**config.mk**
```make
export PLATFORM = sky130hd
export DESIGN_NAME = tensor_shape_compat_checker_core
export DESIGN_NICKNAME = d
export VERILOG_FILES = /design/src/rtl/core/tscc_pkg.sv /design/src/rtl/core/tscc_ctrl.sv /design/src/rtl/core/tscc_datapath.sv /design/src/rtl/core/tensor_shape_compat_checker_core.sv
export SDC_FILE = /design/constraint.sdc
export NUM_CORES = 1
export LEC_CHECK = 0
export BUFFER_PORTS_ARGS = -buffer_cell sky130_fd_sc_hd__buf_2
export CAP_MARGIN = 10
export CORE_MARGIN = 4
export CORE_UTILIZATION = 25
export CTS_BUF_LIST = sky130_fd_sc_hd__clkbuf_8 sky130_fd_sc_hd__clkbuf_16
export CTS_CLUSTER_DIAMETER = 200
export CTS_CLUSTER_SIZE = 14
export DETAILED_ROUTE_END_ITERATION = 12
export GPL_TIMING_DRIVEN = 0
export SLEW_MARGIN = 10
export SYNTH_ARGS = -nofsm -noshare
export SYNTH_HDL_FRONTEND = slang
export SYNTH_SLANG_ARGS = --single-unit
```
**constraint.sdc**
```tcl
create_clock -name clk -period 8.2 [get_ports clk]
set_input_delay 0.82 -clock clk [delete_from_list [all_inputs] [get_ports clk]]
set_output_delay 0.82 -clock clk [all_outputs]
set_load 0.005 [all_outputs]
```
**src/rtl/core/tscc_pkg.sv**
```systemverilog
// Shared types, constants and a helper function for the tensor shape compatibility checker.
package tscc_pkg;

	// Fixed field geometry of one operand request.
	localparam int LANES    = 8;
	localparam int RANK_W   = 4;
	localparam int IDX_W    = 3;
	localparam int DIM_IN_W = 32;
	localparam int STATUS_W = 2;
	localparam int EXP_W    = 32;

	// Stream widths; the data widths are padded to whole bytes.
	localparam int S_TDATA_W = 264;
	localparam int S_TUSER_W = 2;
	localparam int M_TDATA_W = 40;

	// Bit positions in s_tuser.
	localparam int TUSER_START  = 0;
	localparam int TUSER_RANKED = 1;

	// Result status codes.
	localparam logic [STATUS_W-1:0] STAT_OK   = 2'd0;
	localparam logic [STATUS_W-1:0] STAT_RANK = 2'd1;
	localparam logic [STATUS_W-1:0] STAT_DIM  = 2'd2;

	// Commands from the controller to the datapath.
	typedef struct packed {
		logic load;   // capture the accepted operand request
		logic commit; // update the shape state and load the result register
	} cmd_t;

	// Index of the lowest set bit of a lane vector (zero when none is set).
	function automatic logic [IDX_W-1:0] lowest_index(input logic [LANES-1:0] vec);
		logic [IDX_W-1:0] idx;
		idx = '0;
		for (int i = LANES - 1; i >= 0; i--) begin
			if (vec[i]) begin
				idx = IDX_W'(i);
			end
		end
		return idx;
	endfunction

endpackage

```
**src/rtl/core/tscc_ctrl.sv**
```systemverilog
// Handshake controller: holds one operand request and schedules its commit.
module tscc_ctrl (
	input  logic          clk,
	input  logic          arst_n,
	input  logic          s_tvalid,
	output logic          s_tready,
	output logic          m_tvalid,
	input  logic          m_tready,
	output tscc_pkg::cmd_t cmd
);

	localparam logic ST_IDLE = 1'b0;
	localparam logic ST_HOLD = 1'b1;

	logic state_q;
	logic state_d;
	logic out_valid_q;
	logic commit;
	logic load;

	// A held request commits as soon as the result register is free or being drained.
	assign commit   = (state_q == ST_HOLD) && (!out_valid_q || m_tready);
	assign s_tready = (state_q == ST_IDLE) || commit;
	assign load     = s_tvalid && s_tready;

	assign cmd.load   = load;
	assign cmd.commit = commit;
	assign m_tvalid   = out_valid_q;

	// Next state.
	always_comb begin
		state_d = state_q;
		unique case (state_q)
			ST_IDLE: begin
				if (load) begin
					state_d = ST_HOLD;
				end
			end
			ST_HOLD: begin
				if (load) begin
					state_d = ST_HOLD;
				end else if (commit) begin
					state_d = ST_IDLE;
				end
			end
			default: state_d = ST_IDLE;
		endcase
	end

	// State and result valid flag.
	always_ff @(posedge clk or negedge arst_n) begin
		if (!arst_n) begin
			state_q     <= ST_IDLE;
			out_valid_q <= 1'b0;
		end else begin
			state_q <= state_d;
			if (commit) begin
				out_valid_q <= 1'b1;
			end else if (m_tready) begin
				out_valid_q <= 1'b0;
			end
		end
	end

endmodule

```
**src/rtl/core/tscc_datapath.sv**
```systemverilog
// Datapath: operand register, stored shape, per-lane compares, first-mismatch pick, result register.
module tscc_datapath #(
	parameter int MAX_RANK = 8,
	parameter int DIM_BITS = 32
) (
	input  logic                             clk,
	input  logic                             arst_n,
	input  tscc_pkg::cmd_t                   cmd,
	input  logic                             cfg_valid,
	input  logic                             cfg_data,
	input  logic [tscc_pkg::S_TDATA_W-1:0]   s_tdata,
	input  logic [tscc_pkg::S_TUSER_W-1:0]   s_tuser,
	output logic [tscc_pkg::M_TDATA_W-1:0]   m_tdata
);

	localparam int LANES  = tscc_pkg::LANES;
	localparam int RANK_W = tscc_pkg::RANK_W;
	localparam int IDX_W  = tscc_pkg::IDX_W;
	localparam int DIN_W  = tscc_pkg::DIM_IN_W;
	localparam int STAT_W = tscc_pkg::STATUS_W;
	localparam int EXP_W  = tscc_pkg::EXP_W;
	localparam logic [DIM_BITS-1:0] DIM_UNK = '1;

	// Configuration.
	logic allow_q;

	// Captured operand request.
	logic                start_q;
	logic                ranked_q;
	logic [RANK_W-1:0]   rank_q;
	logic [DIN_W-1:0]    dim_in_q [LANES];

	// Shape state of the current list.
	logic                rank_known_q;
	logic [RANK_W-1:0]   stored_rank_q;
	logic [DIM_BITS-1:0] stored_dims_q [LANES];
	logic                mask_active_q;
	logic [IDX_W-1:0]    masked_dim_q;
	logic [STAT_W-1:0]   err_status_q;
	logic [IDX_W-1:0]    err_index_q;
	logic [EXP_W-1:0]    err_expected_q;

	// Result register.
	logic [STAT_W-1:0]   res_status_q;
	logic [IDX_W-1:0]    res_index_q;
	logic [EXP_W-1:0]    res_expected_q;

	// State as seen by this request, after an optional start of list.
	logic                rk_e;
	logic [RANK_W-1:0]   srank_e;
	logic [DIM_BITS-1:0] sdim_e [LANES];
	logic                mask_e;
	logic [IDX_W-1:0]    masked_e;
	logic [STAT_W-1:0]   err_e;
	logic [IDX_W-1:0]    eidx_e;
	logic [EXP_W-1:0]    eexp_e;

	logic                ranked;
	logic                rank_mis;
	logic                chk;
	logic                take_mask;
	logic [DIM_BITS-1:0] dim_v [LANES];
	logic [LANES-1:0]    act;
	logic [LANES-1:0]    mis;
	logic [LANES-1:0]    err_vec;
	logic [LANES-1:0]    err_low;
	logic [LANES-1:0]    allowed;
	logic [LANES-1:0]    store;
	logic [IDX_W-1:0]    first_idx;
	logic [IDX_W-1:0]    err_idx;
	logic [63:0]         exp_wide;

	logic                rk_n;
	logic [RANK_W-1:0]   srank_n;
	logic                mask_n;
	logic [IDX_W-1:0]    masked_n;
	logic [STAT_W-1:0]   err_n;
	logic [IDX_W-1:0]    eidx_n;
	logic [EXP_W-1:0]    eexp_n;

	// Configuration register; the user writes it only while the block is idle (not enforced).
	always_ff @(posedge clk or negedge arst_n) begin
		if (!arst_n) begin
			allow_q <= 1'b0;
		end else if (cfg_valid) begin
			allow_q <= cfg_data;
		end
	end

	// Operand capture.
	always_ff @(posedge clk) begin
		if (cmd.load) begin
			start_q  <= s_tuser[tscc_pkg::TUSER_START];
			ranked_q <= s_tuser[tscc_pkg::TUSER_RANKED];
			rank_q   <= s_tdata[RANK_W-1:0];
			for (int i = 0; i < LANES; i++) begin
				dim_in_q[i] <= s_tdata[RANK_W + i*DIN_W +: DIN_W];
			end
		end
	end

	// Apply a start of list to the state before checking.
	always_comb begin
		rk_e     = start_q ? 1'b0 : rank_known_q;
		srank_e  = start_q ? '0 : stored_rank_q;
		mask_e   = start_q ? 1'b0 : mask_active_q;
		masked_e = start_q ? '0 : masked_dim_q;
		err_e    = start_q ? tscc_pkg::STAT_OK : err_status_q;
		eidx_e   = start_q ? '0 : err_index_q;
		eexp_e   = start_q ? '0 : err_expected_q;
		for (int i = 0; i < LANES; i++) begin
			sdim_e[i] = start_q ? DIM_UNK : stored_dims_q[i];
		end
	end

	// Rank check; a latched error freezes the list.
	assign ranked    = ranked_q && (err_e == tscc_pkg::STAT_OK);
	assign rank_mis  = ranked && rk_e && (srank_e != rank_q);
	assign chk       = ranked && !rank_mis;
	assign take_mask = allow_q && !mask_e;

	// Per-lane compare of incoming size against the stored size.
	for (genvar g = 0; g < LANES; g++) begin : g_lane
		logic signed [63:0] dim_ext;
		assign dim_ext  = 64'(signed'(dim_in_q[g]));
		assign dim_v[g] = dim_ext[DIM_BITS-1:0];
		if (g < MAX_RANK) begin : g_used
			assign act[g] = chk && (RANK_W'(g) < rank_q)
				&& !(mask_e && (masked_e == IDX_W'(g)))
				&& (dim_v[g] != DIM_UNK);
		end else begin : g_unused
			assign act[g] = 1'b0;
		end
		assign mis[g]   = act[g] && (sdim_e[g] != DIM_UNK) && (sdim_e[g] != dim_v[g]);
		assign store[g] = act[g] && (sdim_e[g] == DIM_UNK) && allowed[g];
	end

	// Priority pick: with a mask available, the first mismatch is masked and the second errors.
	assign err_vec   = take_mask ? (mis & (mis - LANES'(1))) : mis;
	assign err_low   = err_vec & (~err_vec + LANES'(1));
	assign allowed   = (err_vec == '0) ? '1 : (err_low - LANES'(1));
	assign first_idx = tscc_pkg::lowest_index(mis);
	assign err_idx   = tscc_pkg::lowest_index(err_vec);
	assign exp_wide  = 64'(sdim_e[err_idx]);

	// Next list state.
	always_comb begin
		rk_n     = rk_e || ranked;
		srank_n  = (ranked && !rk_e) ? rank_q : srank_e;
		mask_n   = mask_e;
		masked_n = masked_e;
		err_n    = err_e;
		eidx_n   = eidx_e;
		eexp_n   = eexp_e;
		if (rank_mis) begin
			err_n  = tscc_pkg::STAT_RANK;
			eidx_n = '0;
			eexp_n = EXP_W'(srank_e);
		end else if (chk) begin
			if (take_mask && (mis != '0)) begin
				mask_n   = 1'b1;
				masked_n = first_idx;
			end
			if (err_vec != '0) begin
				err_n  = tscc_pkg::STAT_DIM;
				eidx_n = err_idx;
				eexp_n = exp_wide[EXP_W-1:0];
			end
		end
	end

	// List state registers.
	always_ff @(posedge clk or negedge arst_n) begin
		if (!arst_n) begin
			rank_known_q   <= 1'b0;
			stored_rank_q  <= '0;
			mask_active_q  <= 1'b0;
			masked_dim_q   <= '0;
			err_status_q   <= tscc_pkg::STAT_OK;
			err_index_q    <= '0;
			err_expected_q <= '0;
			for (int i = 0; i < LANES; i++) begin
				stored_dims_q[i] <= DIM_UNK;
			end
		end else if (cmd.commit) begin
			rank_known_q   <= rk_n;
			stored_rank_q  <= srank_n;
			mask_active_q  <= mask_n;
			masked_dim_q   <= masked_n;
			err_status_q   <= err_n;
			err_index_q    <= eidx_n;
			err_expected_q <= eexp_n;
			for (int i = 0; i < LANES; i++) begin
				stored_dims_q[i] <= store[i] ? dim_v[i] : sdim_e[i];
			end
		end
	end

	// Result register.
	always_ff @(posedge clk) begin
		if (cmd.commit) begin
			res_status_q   <= err_n;
			res_index_q    <= eidx_n;
			res_expected_q <= eexp_n;
		end
	end

	assign m_tdata = {3'b000, res_expected_q, res_index_q, res_status_q};

endmodule

```
**src/rtl/core/tensor_shape_compat_checker_core.sv**
```systemverilog
// Top level of the tensor shape compatibility checker.
//
// Operand shapes arrive one per request on the slave stream (s_*), and each
// request yields one running status on the master stream (m_*). A request
// with the start flag set in s_tuser clears the stored shape, the mask and
// any latched error before it is checked. The one-mismatch option is set by
// a write on the cfg channel, which is always ready.
//
// An accepted request waits in the operand register and its status is loaded
// into the result register once that is free. Throughput: one request per
// cycle unless the receiver stalls, because all eight lanes are compared in
// parallel and the first mismatch is taken by a combinational priority pick.
//
// Reset clears the option, the stored shape (all sizes unknown) and the
// error state. When the receiver stalls, one request waits in the operand
// register and one result waits in the output register; s_tready drops
// until the held request can commit.
module tensor_shape_compat_checker_core #(
	parameter int MAX_RANK = 8,
	parameter int DIM_BITS = 32
) (
	input  logic                             clk,
	input  logic                             arst_n,
	input  logic                             s_tvalid,
	output logic                             s_tready,
	// rank[3:0], dim_0[35:4], dim_1 .. dim_7 in 32-bit steps up to [259:228], zeros above
	input  logic [tscc_pkg::S_TDATA_W-1:0]   s_tdata,
	// start_list[0], is_ranked[1]
	input  logic [tscc_pkg::S_TUSER_W-1:0]   s_tuser,
	output logic                             m_tvalid,
	input  logic                             m_tready,
	// status[1:0], bad_index[4:2], expected_value[36:5], zeros above
	output logic [tscc_pkg::M_TDATA_W-1:0]   m_tdata,
	input  logic                             cfg_valid,
	output logic                             cfg_ready,
	input  logic                             cfg_data
);

	tscc_pkg::cmd_t cmd;

	assign cfg_ready = 1'b1;

	tscc_ctrl u_ctrl (
		.clk      (clk),
		.arst_n   (arst_n),
		.s_tvalid (s_tvalid),
		.s_tready (s_tready),
		.m_tvalid (m_tvalid),
		.m_tready (m_tready),
		.cmd      (cmd)
	);

	tscc_datapath #(
		.MAX_RANK (MAX_RANK),
		.DIM_BITS (DIM_BITS)
	) u_datapath (
		.clk       (clk),
		.arst_n    (arst_n),
		.cmd       (cmd),
		.cfg_valid (cfg_valid),
		.cfg_data  (cfg_data),
		.s_tdata   (s_tdata),
		.s_tuser   (s_tuser),
		.m_tdata   (m_tdata)
	);

endmodule

```
==> impl_results.html <==
<table>
<tr><th>Metric</th><th>Value</th></tr>
<tr><th colspan="2">Status</th></tr>
<tr><td>Outcome</td><td>finished, final reports clean</td></tr>
<tr><th colspan="2">Job</th></tr>
<tr><td>Number of violations of the max-capacitance limit</td><td>0</td></tr>
<tr><th colspan="2">Routing</th></tr>
<tr><td>First-pass iteration count of the detailed router</td><td>7</td></tr>
<tr><td>Routed length on met1</td><td>53,300 µm</td></tr>
<tr><td>Number of DRC markers after the initial detailed-route iteration</td><td>2,970</td></tr>
<tr><td>Post-DR wirelength/cell</td><td>27.5 µm</td></tr>
<tr><td>Highest routing layer actually used</td><td>met5</td></tr>
<tr><td>Vias per inst</td><td>5.49</td></tr>
<tr><td>Antenna Nets Post-Route</td><td>0</td></tr>
<tr><td>Vias</td><td>25,289</td></tr>
<tr><td>Met3 routed wirelength</td><td>11,000 µm</td></tr>
<tr><td>DRC viols</td><td>0</td></tr>
<tr><td>Post-detailed-routing wire length</td><td>127,000 µm</td></tr>
<tr><td>Met2 layer wire length in the routed design</td><td>57,800 µm</td></tr>
<tr><th colspan="2">Timing</th></tr>
<tr><td>Crit share post-route</td><td>81.0%</td></tr>
<tr><td>Count of final hold-check violations</td><td>0</td></tr>
<tr><td>Unrepaired setup endpoints after global routing</td><td>no</td></tr>
<tr><td>Transition time at the pin with the least slew margin</td><td>1240 ps</td></tr>
<tr><td>Final setup viols</td><td>0</td></tr>
<tr><td>Min Clock Period, post-route</td><td>6640 ps</td></tr>
<tr><td>Worst max-slew margin expressed relative to the limit</td><td>17.4%</td></tr>
<tr><td>Clock Skews</td><td>31.5 ps</td></tr>
<tr><td>Final number of max-transition violations</td><td>0</td></tr>
<tr><td>Achievable clock frequency</td><td>151 MHz</td></tr>
<tr><td>Least setup slack across all paths after layout</td><td>1560 ps</td></tr>
<tr><th colspan="2">Floorplanning</th></tr>
<tr><td>Die X</td><td>356 µm</td></tr>
<tr><td>Die Outline Area</td><td>127,000 µm²</td></tr>
<tr><td>Chip height</td><td>356 µm</td></tr>
<tr><td>Number of top-level design ports</td><td>315</td></tr>
<tr><td>Total number of placement rows</td><td>127</td></tr>
<tr><td>Placeable core region</td><td>120,000 µm²</td></tr>
<tr><td>Starting Density</td><td>25.2%</td></tr>
<tr><th colspan="2">Finish</th></tr>
<tr><td>Final net count</td><td>3,224</td></tr>
<tr><td>Highest-count cells in the layout ignoring fill and taps</td><td>sky130_fd_sc_hd__buf_2 (336), sky130_fd_sc_hd__edfxtp_1 (299), sky130_fd_sc_hd__dfstp_2 (256)</td></tr>
<tr><td>Final standard cell utilization of the core</td><td>29.6%</td></tr>
<tr><td>Synth-to-layout area growth</td><td>17.1%</td></tr>
<tr><td>Most common library cell in the layout ignoring fill and taps</td><td>sky130_fd_sc_hd__buf_2</td></tr>
<tr><td>Proportion of layout cells with a drive suffix above 1</td><td>24.3%</td></tr>
<tr><td>Final instance count without filler cells</td><td>4,605</td></tr>
<tr><td>Post-route cell area</td><td>35,500 µm²</td></tr>
<tr><th colspan="2">Clocking</th></tr>
<tr><td>Setup Fix Bufs, Post-CTS</td><td>0</td></tr>
<tr><td>CTS tree</td><td>built</td></tr>
<tr><td>Quantity of gates resized following cts</td><td>0</td></tr>
<tr><td>Clock-pin slew on the worst setup and hold paths</td><td>70 ps</td></tr>
<tr><td>Total number of H-tree levels</td><td>2</td></tr>
<tr><td>Count of clock tree sinks</td><td>604</td></tr>
<tr><td>Clk Latency, worst-skew pair</td><td>650 ps</td></tr>
<tr><td>Num CTS Buffers</td><td>49</td></tr>
<tr><td>Buffer type at the clock tree root</td><td>sky130_fd_sc_hd__clkbuf_16</td></tr>
<tr><td>Maximum clock insertion buffer count</td><td>3</td></tr>
<tr><td>Hold buffers post-CTS</td><td>0</td></tr>
<tr><th colspan="2">GRT</th></tr>
<tr><td>Overall fraction of global-route tracks in use</td><td>19.2%</td></tr>
<tr><td>Grt ovf</td><td>0</td></tr>
<tr><td>Largest net degree at the start of global routing</td><td>86</td></tr>
<tr><td>Wire length of the first global-routing pass</td><td>177,000 µm</td></tr>
<tr><td>Initial antenna violation count</td><td>7</td></tr>
<tr><td>Via count of the first global-routing pass</td><td>23,895</td></tr>
<tr><th colspan="2">Setup path</th></tr>
<tr><td>Data arrival time of the worst path</td><td>6980 ps</td></tr>
<tr><td>Kind of capture point of the worst setup path</td><td>flip-flop</td></tr>
<tr><td>Crit path kind</td><td>reg2reg</td></tr>
<tr><td>Data required time of the critical path</td><td>8540 ps</td></tr>
<tr><td>Reg-to-reg slack, setup</td><td>1560 ps</td></tr>
<tr><td>Largest driver fanout on the critical path</td><td>10</td></tr>
<tr><td>Critical R2R Launch</td><td>u_datapath.start_q$_DFFE_PP_</td></tr>
<tr><td>Start point of the critical path</td><td>u_datapath.start_q$_DFFE_PP_</td></tr>
<tr><td>Kind of launch point of the worst setup path</td><td>flip-flop</td></tr>
<tr><th colspan="2">Synthesis</th></tr>
<tr><td>FFs w/ async S/R, synth</td><td>50.5%</td></tr>
<tr><td>Portion of synthesized cell area occupied by the leading cell type</td><td>29.6%</td></tr>
<tr><td>Number of warnings printed during yosys synthesis</td><td>0</td></tr>
<tr><td>Post-synth top area cell</td><td>sky130_fd_sc_hd__edfxtp_1</td></tr>
<tr><td>Most instantiated flip-flop cell in the synthesis netlist</td><td>sky130_fd_sc_hd__edfxtp_1</td></tr>
<tr><td>#FFs+latches synth</td><td>604</td></tr>
<tr><td>Summed instance area of the synthesized netlist</td><td>30,300 µm²</td></tr>
<tr><td>Proportion of synthesized chip area in sequential cells</td><td>55.8%</td></tr>
<tr><td>Mean post-synth cell area</td><td>11.7 µm²</td></tr>
<tr><td>Cell variety after synth</td><td>89</td></tr>
<tr><td>Cell types with the largest area share after synthesis</td><td>sky130_fd_sc_hd__edfxtp_1 (30%), sky130_fd_sc_hd__dfstp_2 (22%), sky130_fd_sc_hd__o22a_1 (6.6%), sky130_fd_sc_hd__a21oi_1 (4.1%), sky130_fd_sc_hd__mux2i_1 (4.1%)</td></tr>
<tr><td>Post-synth EDFFs</td><td>299</td></tr>
<tr><td>Cell count after synthesis</td><td>2,585</td></tr>
<tr><th colspan="2">Placed design</th></tr>
<tr><td>Post-Place Setup Slack</td><td>1630 ps</td></tr>
<tr><td>Number of port buffers</td><td>306</td></tr>
<tr><td>Placed standard-cell area</td><td>34,100 µm²</td></tr>
<tr><td>Gp weighted congestion</td><td>0.956</td></tr>
<tr><td>Total half-perimeter wirelength after legalization and detailed placement</td><td>97,400 µm</td></tr>
<tr><td># placed instances</td><td>4,513</td></tr>
<tr><th colspan="2">Hold path</th></tr>
<tr><td>Class of the most critical hold timing path</td><td>in2async</td></tr>
<tr><th colspan="2">Power and ir drop</th></tr>
<tr><td>Peak supply drop</td><td>0.170 mV</td></tr>
<tr><td>Total leakage power</td><td>0.0132 µW</td></tr>
<tr><td>Pwr dens</td><td>266 nW/µm²</td></tr>
</table>
[cell type report]
cell class	count	area (µm²)
fill	12500	84600
sequential	604	16900
multi-input combinational	1800	12500
tap	1612	2020
timing repair buffer	314	1750
clock buffer	49	1230
buffer	138	734
clock inverter	40	173
inverter	45	169
antenna	3	7.51
[cell usage after synthesis, drive strengths merged, types with 62 or more instances]
cell / n
a21oi: 249
dfstp: 256
clkbuf: 67
buf: 71
nand2: 145
o22ai: 135
edfxtp: 299
mux2i: 123
xnor2: 65
nor2: 163
nand4: 104
nor4bb: 62
o22a: 228
[where the power goes]
| group | switching, µW | internal [µW] |
|---|---|---|
| sequential | 712 | 3890 |
| combinational | 1480 | 1110 |
| clock | 1180 | 1080 |
| total | 3370 | 6090 |
[worst max-delay path, cell delays in order, from the launching register on]
cell and delay (ps):
sky130_fd_sc_hd__edfxtp_1 480, sky130_fd_sc_hd__buf_2 430, sky130_fd_sc_hd__buf_2 490, sky130_fd_sc_hd__buf_2 550, sky130_fd_sc_hd__buf_2 470, sky130_fd_sc_hd__buf_2 480, sky130_fd_sc_hd__a21oi_1 100, sky130_fd_sc_hd__nand3_1 110
sky130_fd_sc_hd__a31oi_1 150, sky130_fd_sc_hd__nor2_2 290, sky130_fd_sc_hd__mux2i_1 210, sky130_fd_sc_hd__o22ai_1 120, sky130_fd_sc_hd__a221oi_4 460, sky130_fd_sc_hd__buf_4 300, sky130_fd_sc_hd__buf_4 330, sky130_fd_sc_hd__mux2i_1 390
sky130_fd_sc_hd__a21oi_1 130, sky130_fd_sc_hd__a211oi_1 560, sky130_fd_sc_hd__nand2_1 230
[final timing paths]
path,endpoint,cells past startpoint
worst max-delay path,u_datapath.res_expected_q[28]$_DFFE_PP_,18
worst min-delay path,u_datapath.allow_q$_DFFE_PN0P_,1
max in group asynchronous,u_datapath.stored_dims_q[136]$_DFFE_PN1P_,3
worst min register to register,u_datapath.err_expected_q[28]$_DFFE_PN0P_,2
min in group clk,u_datapath.dim_in_q[1][55]$_DFFE_PP_,1
worst max register to register,u_datapath.res_expected_q[28]$_DFFE_PP_,18
[sequential cells by signal (all words and copies together), names as in the netlist]
register                   cells
u_datapath.res_status_q        2
u_datapath.start_q             1
u_datapath.dim_in_q          256
u_datapath.rank_known_q        1
u_datapath.res_expected_q     32
u_datapath.err_status_q        2
u_datapath.res_index_q         3
u_datapath.stored_rank_q       4
u_datapath.mask_active_q       1
u_ctrl.state_q                 1
u_ctrl.m_tvalid                1
u_datapath.err_expected_q     32
u_datapath.allow_q             1
u_datapath.rank_q              4
u_datapath.stored_dims_q     256
u_datapath.masked_dim_q        3
u_datapath.err_index_q         3
u_datapath.ranked_q            1
[metal layers]
layer,up-vias,global-route usage (%)
met4,4,6.41
li1,10924,-
met3,247,3.77
met1,12796,26.2
met5,-,0
met2,1318,30.5
[through the flow]
step,setup TNS [ps],hold WS (ps),power (µW)
final,0,197,9460
after floorplan,0,449,6010
after global placement,-657300,467,7150
after detailed placement,0,475,7160
after global routing,0,194,9850
after CTS,0,175,9450
[logic make-up (layout without fill, tap and decap cells)]
kind of cell	Yosys count	after routing	synth area share (%)
DFF	604	604	55.8
AOI/OAI and AO/OA	806	806	19.0
buffers and inverters	183	586	2.97
adders and majority gates	1	1	0.0371
muxes	129	129	4.28
and+or+nand+nor	744	744	14.5
xor gates and xnor gates	116	116	3.35
other	2	7	0.0248
No activity file was read; power rests on OpenSTA's default activity.
